$ cat config.mk
export PLATFORM = sky130hd
export DESIGN_NAME = crank_trigger_wheel_simulator_core_flat
export DESIGN_NICKNAME = d
export VERILOG_FILES = /design/src/hdl/ctws_pkg.sv /design/src/hdl/ctws_in_if.sv /design/src/hdl/ctws_out_if.sv /design/src/hdl/ctws_wheel.sv /design/src/hdl/crank_trigger_wheel_simulator_core.sv /design/src/flat_wrapper.sv
export SDC_FILE = /design/constraint.sdc
export NUM_CORES = 1
export LEC_CHECK = 0
export ABC_AREA = 0
export BUFFER_PORTS_ARGS = -buffer_cell sky130_fd_sc_hd__buf_2
export CORE_UTILIZATION = 55
export DETAILED_ROUTE_END_ITERATION = 7
export GPL_TIMING_DRIVEN = 0
export PLACE_DENSITY = 0.72
export SLEW_MARGIN = 30
export SYNTH_ARGS = -nofsm -noshare
export SYNTH_HDL_FRONTEND = slang
export SYNTH_SLANG_ARGS = --single-unit
$ cat constraint.sdc
create_clock -name i_clk -period 8.9 [get_ports i_clk]
set_input_delay 1.335 -clock i_clk [delete_from_list [all_inputs] [get_ports i_clk]]
set_output_delay 1.335 -clock i_clk [all_outputs]
set_load 0.01 [all_outputs]
$ cat src/hdl/ctws_pkg.sv
// ----------------------------------------------------------------------------
// ctws_pkg: shared types and constants of the crank trigger wheel simulator
// Holds the default sizes, the configuration register map with reset values,
// the wheel phase encoding and the configuration bundle.
// ----------------------------------------------------------------------------
package ctws_pkg;

    localparam int CTWS_SAMPLE_BITS   = 12;
    localparam int CTWS_REQUEST_EVERY = 10;

    localparam int CFG_IDX_W  = 3;
    localparam int CFG_DATA_W = 12;
    localparam int TOOTH_W    = 6;

    // register map
    localparam logic [CFG_IDX_W-1:0] CFG_SAMPLE_OFFSET = 3'd0;
    localparam logic [CFG_IDX_W-1:0] CFG_RAMP_DEADBAND = 3'd1;
    localparam logic [CFG_IDX_W-1:0] CFG_TOOTH_COUNT   = 3'd2;
    localparam logic [CFG_IDX_W-1:0] CFG_SYNC_START    = 3'd3;
    localparam logic [CFG_IDX_W-1:0] CFG_SYNC_END      = 3'd4;

    // register reset values
    localparam logic [11:0]        RST_SAMPLE_OFFSET = 12'd50;
    localparam logic [11:0]        RST_RAMP_DEADBAND = 12'd25;
    localparam logic [TOOTH_W-1:0] RST_TOOTH_COUNT   = 6'd21;
    localparam logic [TOOTH_W-1:0] RST_SYNC_START    = 6'd15;
    localparam logic [TOOTH_W-1:0] RST_SYNC_END      = 6'd18;

    typedef enum logic [1:0] {
        PH_TOOTH_LOW  = 2'd0,
        PH_TOOTH_HIGH = 2'd1,
        PH_GAP_LOW    = 2'd2,
        PH_GAP_HIGH   = 2'd3
    } t_phase;

    typedef struct packed {
        logic [11:0]        sample_offset;
        logic [11:0]        ramp_deadband;
        logic [TOOTH_W-1:0] tooth_count;
        logic [TOOTH_W-1:0] sync_start_tooth;
        logic [TOOTH_W-1:0] sync_end_tooth;
    } t_cfg;

endpackage

$ cat src/hdl/ctws_in_if.sv
// ----------------------------------------------------------------------------
// ctws_in_if: tick channel into the wheel simulator
// One transaction is one clock tick, optionally carrying a converter sample.
// ----------------------------------------------------------------------------
interface ctws_in_if
    import ctws_pkg::*;
#(
    parameter int SAMPLE_BITS = CTWS_SAMPLE_BITS
) ();
    logic                   valid;
    logic                   ready;
    logic                   sample_valid;
    logic [SAMPLE_BITS-1:0] sample_value;

    modport source (output valid, output sample_valid, output sample_value, input ready);
    modport sink   (input valid, input sample_valid, input sample_value, output ready);
endinterface

$ cat src/hdl/ctws_out_if.sv
// ----------------------------------------------------------------------------
// ctws_out_if: waveform channel out of the wheel simulator
// One transaction carries the signal levels after one tick.
// ----------------------------------------------------------------------------
interface ctws_out_if ();
    logic valid;
    logic ready;
    logic crank_level;
    logic sync_level;
    logic sample_request;
    logic running;

    modport source (output valid, output crank_level, output sync_level,
                    output sample_request, output running, input ready);
    modport sink   (input valid, input crank_level, input sync_level,
                    input sample_request, input running, output ready);
endinterface

$ cat src/hdl/ctws_wheel.sv
// ----------------------------------------------------------------------------
// ctws_wheel: wheel state and per-tick update
// Holds the phase counter, tooth index, revolution count and speed ramp, and
// computes the levels after one tick; state commits when i_step is high.
// ----------------------------------------------------------------------------
module ctws_wheel
    import ctws_pkg::*;
#(
    parameter int SAMPLE_BITS   = CTWS_SAMPLE_BITS,
    parameter int REQUEST_EVERY = CTWS_REQUEST_EVERY
) (
    input  logic                   i_clk,
    input  logic                   i_rst_n,
    input  logic                   i_step,
    input  logic                   i_sample_valid,
    input  logic [SAMPLE_BITS-1:0] i_sample_value,
    input  t_cfg                   i_cfg,
    output logic                   o_crank,
    output logic                   o_sync,
    output logic                   o_req,
    output logic                   o_running
);

    localparam int CMP_W = (SAMPLE_BITS > 12) ? SAMPLE_BITS : 12;
    localparam int PT_W  = SAMPLE_BITS + 2;
    localparam int REV_W = (REQUEST_EVERY > 1) ? $clog2(REQUEST_EVERY) : 1;

    logic                   r_started, n_started;
    logic [SAMPLE_BITS-1:0] r_hp, n_hp;
    logic [SAMPLE_BITS-1:0] r_target, n_target;
    logic [SAMPLE_BITS-1:0] r_latest, n_latest;
    logic                   r_fresh, n_fresh;
    logic [PT_W-1:0]        r_ticks, n_ticks;
    t_phase                 r_phase, n_phase;
    logic [TOOTH_W-1:0]     r_tooth, n_tooth;
    logic [REV_W-1:0]       r_rev, n_rev;
    logic                   r_odd, n_odd;
    logic                   r_crank, n_crank;
    logic                   r_sync, n_sync;
    logic                   rev_begin;

    logic [CMP_W-1:0]       off_ext;
    logic [SAMPLE_BITS-1:0] off;
    logic [CMP_W-1:0]       db_ext;
    logic [PT_W-1:0]        len_raw;
    logic [PT_W-1:0]        phase_len;
    logic [PT_W-1:0]        ticks_inc;
    logic                   phase_done;
    logic [TOOTH_W-1:0]     teeth;
    logic [TOOTH_W-1:0]     tooth_inc;
    logic                   teeth_done;
    logic [REV_W-1:0]       rev_inc;
    logic                   fresh_now;
    logic [SAMPLE_BITS-1:0] latest_now;
    logic [SAMPLE_BITS-1:0] new_target;
    logic [SAMPLE_BITS-1:0] up_diff;
    logic [SAMPLE_BITS-1:0] dn_diff;
    logic [SAMPLE_BITS-1:0] ramped_hp;

    // offset is masked to the sample width
    assign off_ext = CMP_W'(i_cfg.sample_offset);
    assign off     = off_ext[SAMPLE_BITS-1:0];
    assign db_ext  = CMP_W'(i_cfg.ramp_deadband);

    always_comb begin
        case (r_phase)
            PH_GAP_LOW:  len_raw = PT_W'(r_hp) << 1;
            PH_GAP_HIGH: len_raw = PT_W'(r_hp) << 2;
            default:     len_raw = PT_W'(r_hp);
        endcase
    end

    // a phase of zero length lasts one tick
    assign phase_len  = (len_raw == '0) ? PT_W'(1) : len_raw;
    assign ticks_inc  = r_ticks + PT_W'(1);
    assign phase_done = (ticks_inc >= phase_len);

    assign teeth      = (i_cfg.tooth_count == '0) ? TOOTH_W'(1) : i_cfg.tooth_count;
    assign tooth_inc  = r_tooth + TOOTH_W'(1);
    assign teeth_done = (tooth_inc >= teeth) || (tooth_inc == '0);

    assign rev_inc = (r_rev == REV_W'(REQUEST_EVERY - 1)) ? '0 : r_rev + REV_W'(1);

    // a sample on the closing tick counts for this revolution
    assign fresh_now  = i_sample_valid | r_fresh;
    assign latest_now = i_sample_valid ? i_sample_value : r_latest;
    assign new_target = (fresh_now && (latest_now > off)) ? latest_now - off : r_target;

    assign up_diff = new_target - r_hp;
    assign dn_diff = r_hp - new_target;

    always_comb begin
        ramped_hp = r_hp;
        if (new_target > r_hp) begin
            if (CMP_W'(up_diff) > db_ext) begin
                ramped_hp = r_hp + SAMPLE_BITS'(1);
            end
        end else if (r_hp > new_target) begin
            if (CMP_W'(dn_diff) > db_ext) begin
                ramped_hp = r_hp - SAMPLE_BITS'(1);
            end
        end
    end

    // next state
    always_comb begin
        n_started = r_started;
        n_hp      = r_hp;
        n_target  = r_target;
        n_latest  = r_latest;
        n_fresh   = r_fresh;
        n_ticks   = r_ticks;
        n_phase   = r_phase;
        n_tooth   = r_tooth;
        n_rev     = r_rev;
        n_odd     = r_odd;
        n_crank   = r_crank;
        n_sync    = r_sync;
        rev_begin = 1'b0;
        if (!r_started) begin
            if (i_sample_valid && (i_sample_value > off)) begin
                n_started = 1'b1;
                n_hp      = i_sample_value - off;
                rev_begin = 1'b1;
                n_crank   = 1'b0;
                n_phase   = PH_TOOTH_LOW;
                n_ticks   = '0;
                n_tooth   = '0;
            end
        end else begin
            if (i_sample_valid) begin
                n_latest = i_sample_value;
                n_fresh  = 1'b1;
            end
            if (phase_done) begin
                n_ticks = '0;
                case (r_phase)
                    PH_TOOTH_LOW: begin
                        n_crank = 1'b1;
                        n_phase = PH_TOOTH_HIGH;
                    end
                    PH_TOOTH_HIGH: begin
                        n_crank = 1'b0;
                        if (r_odd) begin
                            if (r_tooth == i_cfg.sync_start_tooth) begin
                                n_sync = 1'b1;
                            end else if (r_tooth == i_cfg.sync_end_tooth) begin
                                n_sync = 1'b0;
                            end
                        end
                        n_tooth = tooth_inc;
                        n_phase = teeth_done ? PH_GAP_LOW : PH_TOOTH_LOW;
                    end
                    PH_GAP_LOW: begin
                        n_crank = 1'b1;
                        n_phase = PH_GAP_HIGH;
                    end
                    PH_GAP_HIGH: begin
                        n_rev     = rev_inc;
                        n_odd     = ~r_odd;
                        n_fresh   = 1'b0;
                        n_target  = new_target;
                        n_hp      = ramped_hp;
                        rev_begin = 1'b1;
                        n_crank   = 1'b0;
                        n_phase   = PH_TOOTH_LOW;
                        n_tooth   = '0;
                    end
                    default: begin
                        n_phase = PH_TOOTH_LOW;
                    end
                endcase
            end else begin
                n_ticks = ticks_inc;
            end
        end
    end

    // levels after this tick
    always_comb begin
        o_crank   = n_crank;
        o_sync    = n_sync;
        o_running = n_started;
        o_req     = ~r_started | (rev_begin & (n_rev == '0));
    end

    always_ff @(posedge i_clk) begin
        if (!i_rst_n) begin
            r_started <= 1'b0;
            r_hp      <= '0;
            r_target  <= '0;
            r_latest  <= '0;
            r_fresh   <= 1'b0;
            r_ticks   <= '0;
            r_phase   <= PH_TOOTH_LOW;
            r_tooth   <= '0;
            r_rev     <= '0;
            r_odd     <= 1'b0;
            r_crank   <= 1'b0;
            r_sync    <= 1'b0;
        end else if (i_step) begin
            r_started <= n_started;
            r_hp      <= n_hp;
            r_target  <= n_target;
            r_latest  <= n_latest;
            r_fresh   <= n_fresh;
            r_ticks   <= n_ticks;
            r_phase   <= n_phase;
            r_tooth   <= n_tooth;
            r_rev     <= n_rev;
            r_odd     <= n_odd;
            r_crank   <= n_crank;
            r_sync    <= n_sync;
        end
    end

`ifndef SYNTHESIS
    a_idle_crank_low: assert property (@(posedge i_clk) disable iff (!i_rst_n)
        !r_started |-> !r_crank && !r_sync)
        else $error("crank or sync active before start");

    a_started_sticks: assert property (@(posedge i_clk) disable iff (!i_rst_n)
        r_started |=> r_started)
        else $error("running dropped without reset");

    a_ticks_in_phase: assert property (@(posedge i_clk) disable iff (!i_rst_n)
        r_ticks < phase_len)
        else $error("phase tick count past phase length");

    a_hold_without_step: assert property (@(posedge i_clk) disable iff (!i_rst_n)
        !i_step |=> $stable(r_ticks) && $stable(r_phase) && $stable(r_hp))
        else $error("wheel state moved without a tick");
`endif

endmodule

$ cat src/hdl/crank_trigger_wheel_simulator_core.sv
// ----------------------------------------------------------------------------
// crank_trigger_wheel_simulator_core: simulated crank trigger wheel
// Turns a stream of clock ticks into crank tooth, cam sync and sample request
// levels, with the wheel speed set and ramped from converter samples.
// ----------------------------------------------------------------------------
// Usage:
//   i_smp carries one transaction per wheel tick; sample_valid marks a tick
//   that also brings a converter reading in sample_value.
//   o_wave returns exactly one transaction per tick with crank_level,
//   sync_level, sample_request and running as they stand after that tick.
//   i_cfg_we / i_cfg_idx / i_cfg_data write the five setup registers
//   (offset, deadband, tooth count, sync start and end tooth); write only
//   while no tick is in flight.
// Timing:
//   An accepted tick is loaded into the input register, and the wheel update
//   then writes its levels into the result register that drives o_wave; the
//   receiver sees a tick only after both registers. One tick is taken per
//   cycle, sustained, while o_wave.ready stays high; the wheel update is a
//   single pass of short logic between those two registers.
// Reset (i_rst_n low, synchronous): registers return to their defaults, the
//   wheel stops and waits for a sample above the offset; both stages empty.
// Stall: while o_wave.ready is low the result register holds and the input
//   register fills; i_smp.ready then drops until the receiver takes a result.
// ----------------------------------------------------------------------------
module crank_trigger_wheel_simulator_core
    import ctws_pkg::*;
#(
    parameter int SAMPLE_BITS   = CTWS_SAMPLE_BITS,
    parameter int REQUEST_EVERY = CTWS_REQUEST_EVERY
) (
    input  logic                  i_clk,
    input  logic                  i_rst_n,
    ctws_in_if.sink               i_smp,
    ctws_out_if.source            o_wave,
    input  logic                  i_cfg_we,
    input  logic [CFG_IDX_W-1:0]  i_cfg_idx,
    input  logic [CFG_DATA_W-1:0] i_cfg_data
);

    t_cfg                   r_cfg;
    logic                   r_s1_vld;
    logic                   r_s1_sv;
    logic [SAMPLE_BITS-1:0] r_s1_val;
    logic                   r_out_vld;
    logic                   r_out_crank;
    logic                   r_out_sync;
    logic                   r_out_req;
    logic                   r_out_run;

    logic                   advance;
    logic                   step;
    logic                   w_crank;
    logic                   w_sync;
    logic                   w_req;
    logic                   w_run;

    // the result slot frees when empty or when the receiver takes it
    assign advance     = ~r_out_vld | o_wave.ready;
    assign step        = r_s1_vld & advance;
    assign i_smp.ready = ~r_s1_vld | advance;

    // configuration registers
    always_ff @(posedge i_clk) begin
        if (!i_rst_n) begin
            r_cfg.sample_offset    <= RST_SAMPLE_OFFSET;
            r_cfg.ramp_deadband    <= RST_RAMP_DEADBAND;
            r_cfg.tooth_count      <= RST_TOOTH_COUNT;
            r_cfg.sync_start_tooth <= RST_SYNC_START;
            r_cfg.sync_end_tooth   <= RST_SYNC_END;
        end else if (i_cfg_we) begin
            case (i_cfg_idx)
                CFG_SAMPLE_OFFSET: r_cfg.sample_offset    <= i_cfg_data;
                CFG_RAMP_DEADBAND: r_cfg.ramp_deadband    <= i_cfg_data;
                CFG_TOOTH_COUNT:   r_cfg.tooth_count      <= i_cfg_data[TOOTH_W-1:0];
                CFG_SYNC_START:    r_cfg.sync_start_tooth <= i_cfg_data[TOOTH_W-1:0];
                CFG_SYNC_END:      r_cfg.sync_end_tooth   <= i_cfg_data[TOOTH_W-1:0];
                default: begin
                    // drop writes to unmapped indexes
                end
            endcase
        end
    end

    // input stage: hold the accepted tick until the wheel consumes it
    always_ff @(posedge i_clk) begin
        if (!i_rst_n) begin
            r_s1_vld <= 1'b0;
        end else if (i_smp.ready) begin
            r_s1_vld <= i_smp.valid;
        end
    end

    always_ff @(posedge i_clk) begin
        if (i_smp.valid && i_smp.ready) begin
            r_s1_sv  <= i_smp.sample_valid;
            r_s1_val <= i_smp.sample_value;
        end
    end

    ctws_wheel #(
        .SAMPLE_BITS   (SAMPLE_BITS),
        .REQUEST_EVERY (REQUEST_EVERY)
    ) u_wheel (
        .i_clk          (i_clk),
        .i_rst_n        (i_rst_n),
        .i_step         (step),
        .i_sample_valid (r_s1_sv),
        .i_sample_value (r_s1_val),
        .i_cfg          (r_cfg),
        .o_crank        (w_crank),
        .o_sync         (w_sync),
        .o_req          (w_req),
        .o_running      (w_run)
    );

    // result stage: advance on a tick, clear once taken
    always_ff @(posedge i_clk) begin
        if (!i_rst_n) begin
            r_out_vld <= 1'b0;
        end else if (step) begin
            r_out_vld <= 1'b1;
        end else if (o_wave.ready) begin
            r_out_vld <= 1'b0;
        end
    end

    always_ff @(posedge i_clk) begin
        if (step) begin
            r_out_crank <= w_crank;
            r_out_sync  <= w_sync;
            r_out_req   <= w_req;
            r_out_run   <= w_run;
        end
    end

    assign o_wave.valid          = r_out_vld;
    assign o_wave.crank_level    = r_out_crank;
    assign o_wave.sync_level     = r_out_sync;
    assign o_wave.sample_request = r_out_req;
    assign o_wave.running        = r_out_run;

`ifndef SYNTHESIS
    a_step_fills_result: assert property (@(posedge i_clk) disable iff (!i_rst_n)
        step |=> r_out_vld)
        else $error("tick consumed without a result");

    a_no_overwrite: assert property (@(posedge i_clk) disable iff (!i_rst_n)
        r_out_vld && !o_wave.ready |-> !step)
        else $error("pending result overwritten");

    a_stage_holds: assert property (@(posedge i_clk) disable iff (!i_rst_n)
        r_s1_vld && !step |=> r_s1_vld && $stable(r_s1_val) && $stable(r_s1_sv))
        else $error("queued tick lost");
`endif

endmodule
$ cat src/flat_wrapper.sv
// flat-port wrapper written by rule: the top's interface ports become plain ports
module crank_trigger_wheel_simulator_core_flat import ctws_pkg::*;
#(
    parameter int SAMPLE_BITS   = CTWS_SAMPLE_BITS,
    parameter int REQUEST_EVERY = CTWS_REQUEST_EVERY
)
  (i_clk, i_rst_n, i_cfg_we, i_cfg_idx, i_cfg_data, i_smp_valid, i_smp_sample_valid, i_smp_sample_value, i_smp_ready, o_wave_valid, o_wave_crank_level, o_wave_sync_level, o_wave_sample_request, o_wave_running, o_wave_ready);
  ctws_in_if #(.SAMPLE_BITS(SAMPLE_BITS)) i_smp_i ();
  ctws_out_if o_wave_i ();
  input  logic i_clk;
  input  logic i_rst_n;
  input  logic i_cfg_we;
  input  logic [CFG_IDX_W-1:0] i_cfg_idx;
  input  logic [CFG_DATA_W-1:0] i_cfg_data;
  input wire logic [$bits(i_smp_i.valid)-1:0] i_smp_valid;
  input wire logic [$bits(i_smp_i.sample_valid)-1:0] i_smp_sample_valid;
  input wire logic [$bits(i_smp_i.sample_value)-1:0] i_smp_sample_value;
  output wire logic [$bits(i_smp_i.ready)-1:0] i_smp_ready;
  output wire logic [$bits(o_wave_i.valid)-1:0] o_wave_valid;
  output wire logic [$bits(o_wave_i.crank_level)-1:0] o_wave_crank_level;
  output wire logic [$bits(o_wave_i.sync_level)-1:0] o_wave_sync_level;
  output wire logic [$bits(o_wave_i.sample_request)-1:0] o_wave_sample_request;
  output wire logic [$bits(o_wave_i.running)-1:0] o_wave_running;
  input wire logic [$bits(o_wave_i.ready)-1:0] o_wave_ready;
  assign i_smp_i.valid = i_smp_valid;
  assign i_smp_i.sample_valid = i_smp_sample_valid;
  assign i_smp_i.sample_value = i_smp_sample_value;
  assign i_smp_ready = i_smp_i.ready;
  assign o_wave_valid = o_wave_i.valid;
  assign o_wave_crank_level = o_wave_i.crank_level;
  assign o_wave_sync_level = o_wave_i.sync_level;
  assign o_wave_sample_request = o_wave_i.sample_request;
  assign o_wave_running = o_wave_i.running;
  assign o_wave_i.ready = o_wave_ready;
  crank_trigger_wheel_simulator_core #(.SAMPLE_BITS(SAMPLE_BITS), .REQUEST_EVERY(REQUEST_EVERY)) u_core (.i_clk(i_clk), .i_rst_n(i_rst_n), .i_smp(i_smp_i), .o_wave(o_wave_i), .i_cfg_we(i_cfg_we), .i_cfg_idx(i_cfg_idx), .i_cfg_data(i_cfg_data));
endmodule
==> reports/metrics.cfg <==
[yosys]
synth_edf_count=17
ys_seq_area_share_pct=27.7
ys.flop_type=dfxtp_1
synth.cell_area_sq_um=9850
synth_fp_nets=1385
synth_async_sr_flop_share_pct=0
yosysWarnings=0
ys_ff_latch=128
postSynthCellCount=1249
yosysUniqueCellTypes=73
postSynthAreaPerCell_sq_um=7.89

[critical_path]
end_kind=flip-flop
critPathKind=flip-flop to flip-flop
critPathMaxStageDelay_ns=0.58
cp_max_fo=10
cp.arrival_ns=8.50
r2r_cells=30
critPathMostFrequentCell=clkbuf_1
rrSetupSlack_ns=0.75
worstPathRequired_ns=9.25
crit_slowest_cell=clkbuf_1
rr_endpoint=u_core.u_wheel.r_hp[10]$_SDFFE_PN0P_
crit_start=u_core.r_s1_sv$_DFFE_PP_
worst_setup_path_start_kind=flip-flop
r2r_start=u_core.r_s1_sv$_DFFE_PP_

[global_routing]
grt_antenna_before_repair=0
grt_pass1_vias=8494
overflow=0
grt_max_degree=17
track_usage_pct=31.6
grt_pass1_wl_mm=44.3

[finish]
layout_commonest_cell=nand2_1
insertedDiodeCount=0
final_cell_mix=nand2_1 (169), dfxtp_1 (111), a21oi_1 (108)
layout-drive-gt1-share_pct=8.72
area_growth_pct=10.9
fin_nets=1442
finalInstanceArea_sq_um=10900

[sta]
min_period_ns=8.15
setup_slack_ns=0.747
max_freq_ghz=0.123
hold_viol=0
rsz0062_at_grt=no
period_share_pct=91.6
fin_worst_skew_ns=0.0105
finalSetupTns_ns=0
slew_headroom_pct=44.0
worst_pin_slew_ns=0.840
setup_viol=0
slew_violations=0

[floorplanning]
num_rows=48
core_sq_um=17400
ios=39
dieArea_sq_um=18400
die_w_microns=136
start_util_pct=56.6
die_y_microns=136

[clocking]
cts_buffers=17
clock_latency_ns=0.43
cts_resized=0
htree_levels=4
cts_buffer_depth=2
holdBufCountCts=0
postCtsSetupRepairBufs=0
clkTransAtPathRegs_ns=0.06
clock_sinks=128
cts_tree=done
cts-root-buf=clkbuf_16

[worst_hold_path]
whs_endpoint=u_core.r_cfg[39]$_SDFFE_PN0P_
hold_path.class=flip-flop to flip-flop
hold_path.startpoint=u_core.r_cfg[39]$_SDFFE_PN0P_
holdPathStages=2

[place]
dp_slack_ns=0.992
io_buffers=38
place_congestion=0.945
place_area_sq_um=10300
dp_hpwl_mm=22.1

[flow_run]
maxCapViolCount=0

[power]
sw_frac_of_total_pct=36.2
clkPwrFrac_pct=34.1
ir_drop_mv=0.150
pwr-share-seq_pct=29.5
comb_power_share_pct=36.4
p_int_mw=1.34
power.density_nw_per_um2=192
p_sw_uw=758
p_leak_nw=4.46
p_total_mw=2.10

[detailed_routing]
wl_per_cell_microns=18.4
drt-total-wl_mm=28.4
vias=9366
drt_pass1_iterations=6
detail_route.vias_per_cell=6.07
drt_iter0_markers=675
route.detailed.drc=0
ant_nets=0

[outcome]
outcome=completed

## area by class of cell
cell class,instances,area [sq um]
multi-input cells,984,6580
fillers,1575,6490
flip-flops and latches,128,2730
clock buffers,20,489
inverters,79,297
well taps,225,282
plain buffers,58,238
repair buffers,38,190
clock inverters,12,116
## metal layers
metal	vias to the layer above	wire length (microns)	global-route usage, %
met5	-	0	0
met4	0	1160	15.4
met3	84	1800	5.00
met2	339	12300	48.1
met1	4323	13200	43.2
li1	4620	-	-
## stage by stage
step | util (%) | std cells | hold slack [ns]
2_1_floorplan | - | 1249 | 0.434
3_3_place_gp | 59.3 | 1512 | 0.440
6_report | 62.7 | 1544 | 0.456
4_1_cts | 62.7 | 1544 | 0.456
3_5_place_dp | 59.3 | 1512 | 0.447
5_1_grt | 62.7 | 1544 | 0.475
## state kept, by name, summed over array words and instances (netlist names), 2 cells and up
| name | flops |
|---|---|
| u_core.u_wheel.r_phase | 2 |
| u_core.u_wheel.r_target | 12 |
| u_core.u_wheel.r_latest | 12 |
| u_core.u_wheel.r_rev | 4 |
| u_core.u_wheel.r_tooth | 6 |
| u_core.u_wheel.r_hp | 12 |
| u_core.r_cfg | 42 |
| u_core.r_s1_val | 12 |
| u_core.u_wheel.r_ticks | 14 |
## logic make-up after synthesis
| kind of cell | after synthesis | synth area share, % |
|---|---|---|
| simple gates | 432 | 20.6 |
| compound gates | 359 | 24.2 |
| buf+inv | 137 | 5.42 |
| flops | 128 | 27.7 |
| fa+ha+maj | 103 | 13.4 |
| xor+xnor | 55 | 4.89 |
| mux | 35 | 3.76 |
## worst max path at each step
| stage | endpoint | slack (ns) | cells past startpoint |
|---|---|---|---|
| after floorplan | u_core.u_wheel.r_hp[10]$_SDFFE_PN0P_ | 2.43 | 28 |
| after global placement | u_core.u_wheel.r_hp[10]$_SDFFE_PN0P_ | 1.03 | 28 |
| after detailed placement | u_core.u_wheel.r_hp[10]$_SDFFE_PN0P_ | 0.99 | 28 |
| after CTS | u_core.u_wheel.r_hp[10]$_SDFFE_PN0P_ | 0.90 | 30 |
| after global routing | u_core.u_wheel.r_hp[2]$_SDFFE_PN0P_ | 0.23 | 30 |
| final | u_core.u_wheel.r_hp[10]$_SDFFE_PN0P_ | 0.75 | 30 |
## power by group through the flow
| stage | registers, mW | logic (mW) | clock network [mW] |
|---|---|---|---|
| floorplan | 0.625 | 0.572 | 0 |
| global placement | 0.632 | 0.736 | 0 |
| detailed placement | 0.632 | 0.743 | 0 |
| CTS | 0.619 | 0.751 | 0.714 |
| global route | 0.621 | 0.842 | 0.741 |
| finish | 0.620 | 0.763 | 0.715 |
## critical path, delay by kind of cell, from the launching register on
family / cells / cell delay, ns
fa+ha+maj: 3 / 0.95
simple gates: 5 / 1.18
mux: 2 / 0.64
buf+inv: 6 / 1.84
flops: 1 / 0.32
compound gates: 14 / 3.11
## cell usage after synthesis, types with 29 or more instances
cell | number | area share (%)
nor2_1 | 88 | 3.4
a21oi_1 | 108 | 5.5
clkbuf_1 | 52 | 2.0
inv_1 | 79 | 3.0
o211ai_1 | 32 | 2.4
nand2_1 | 169 | 6.4
dfxtp_1 | 111 | 23
ha_1 | 99 | 13
xnor2_1 | 30 | 2.7
o21ai_0 | 63 | 3.2
nand3_1 | 40 | 2.0
a211oi_1 | 29 | 2.2
Note: power is estimated with default switching activity, not from simulation.
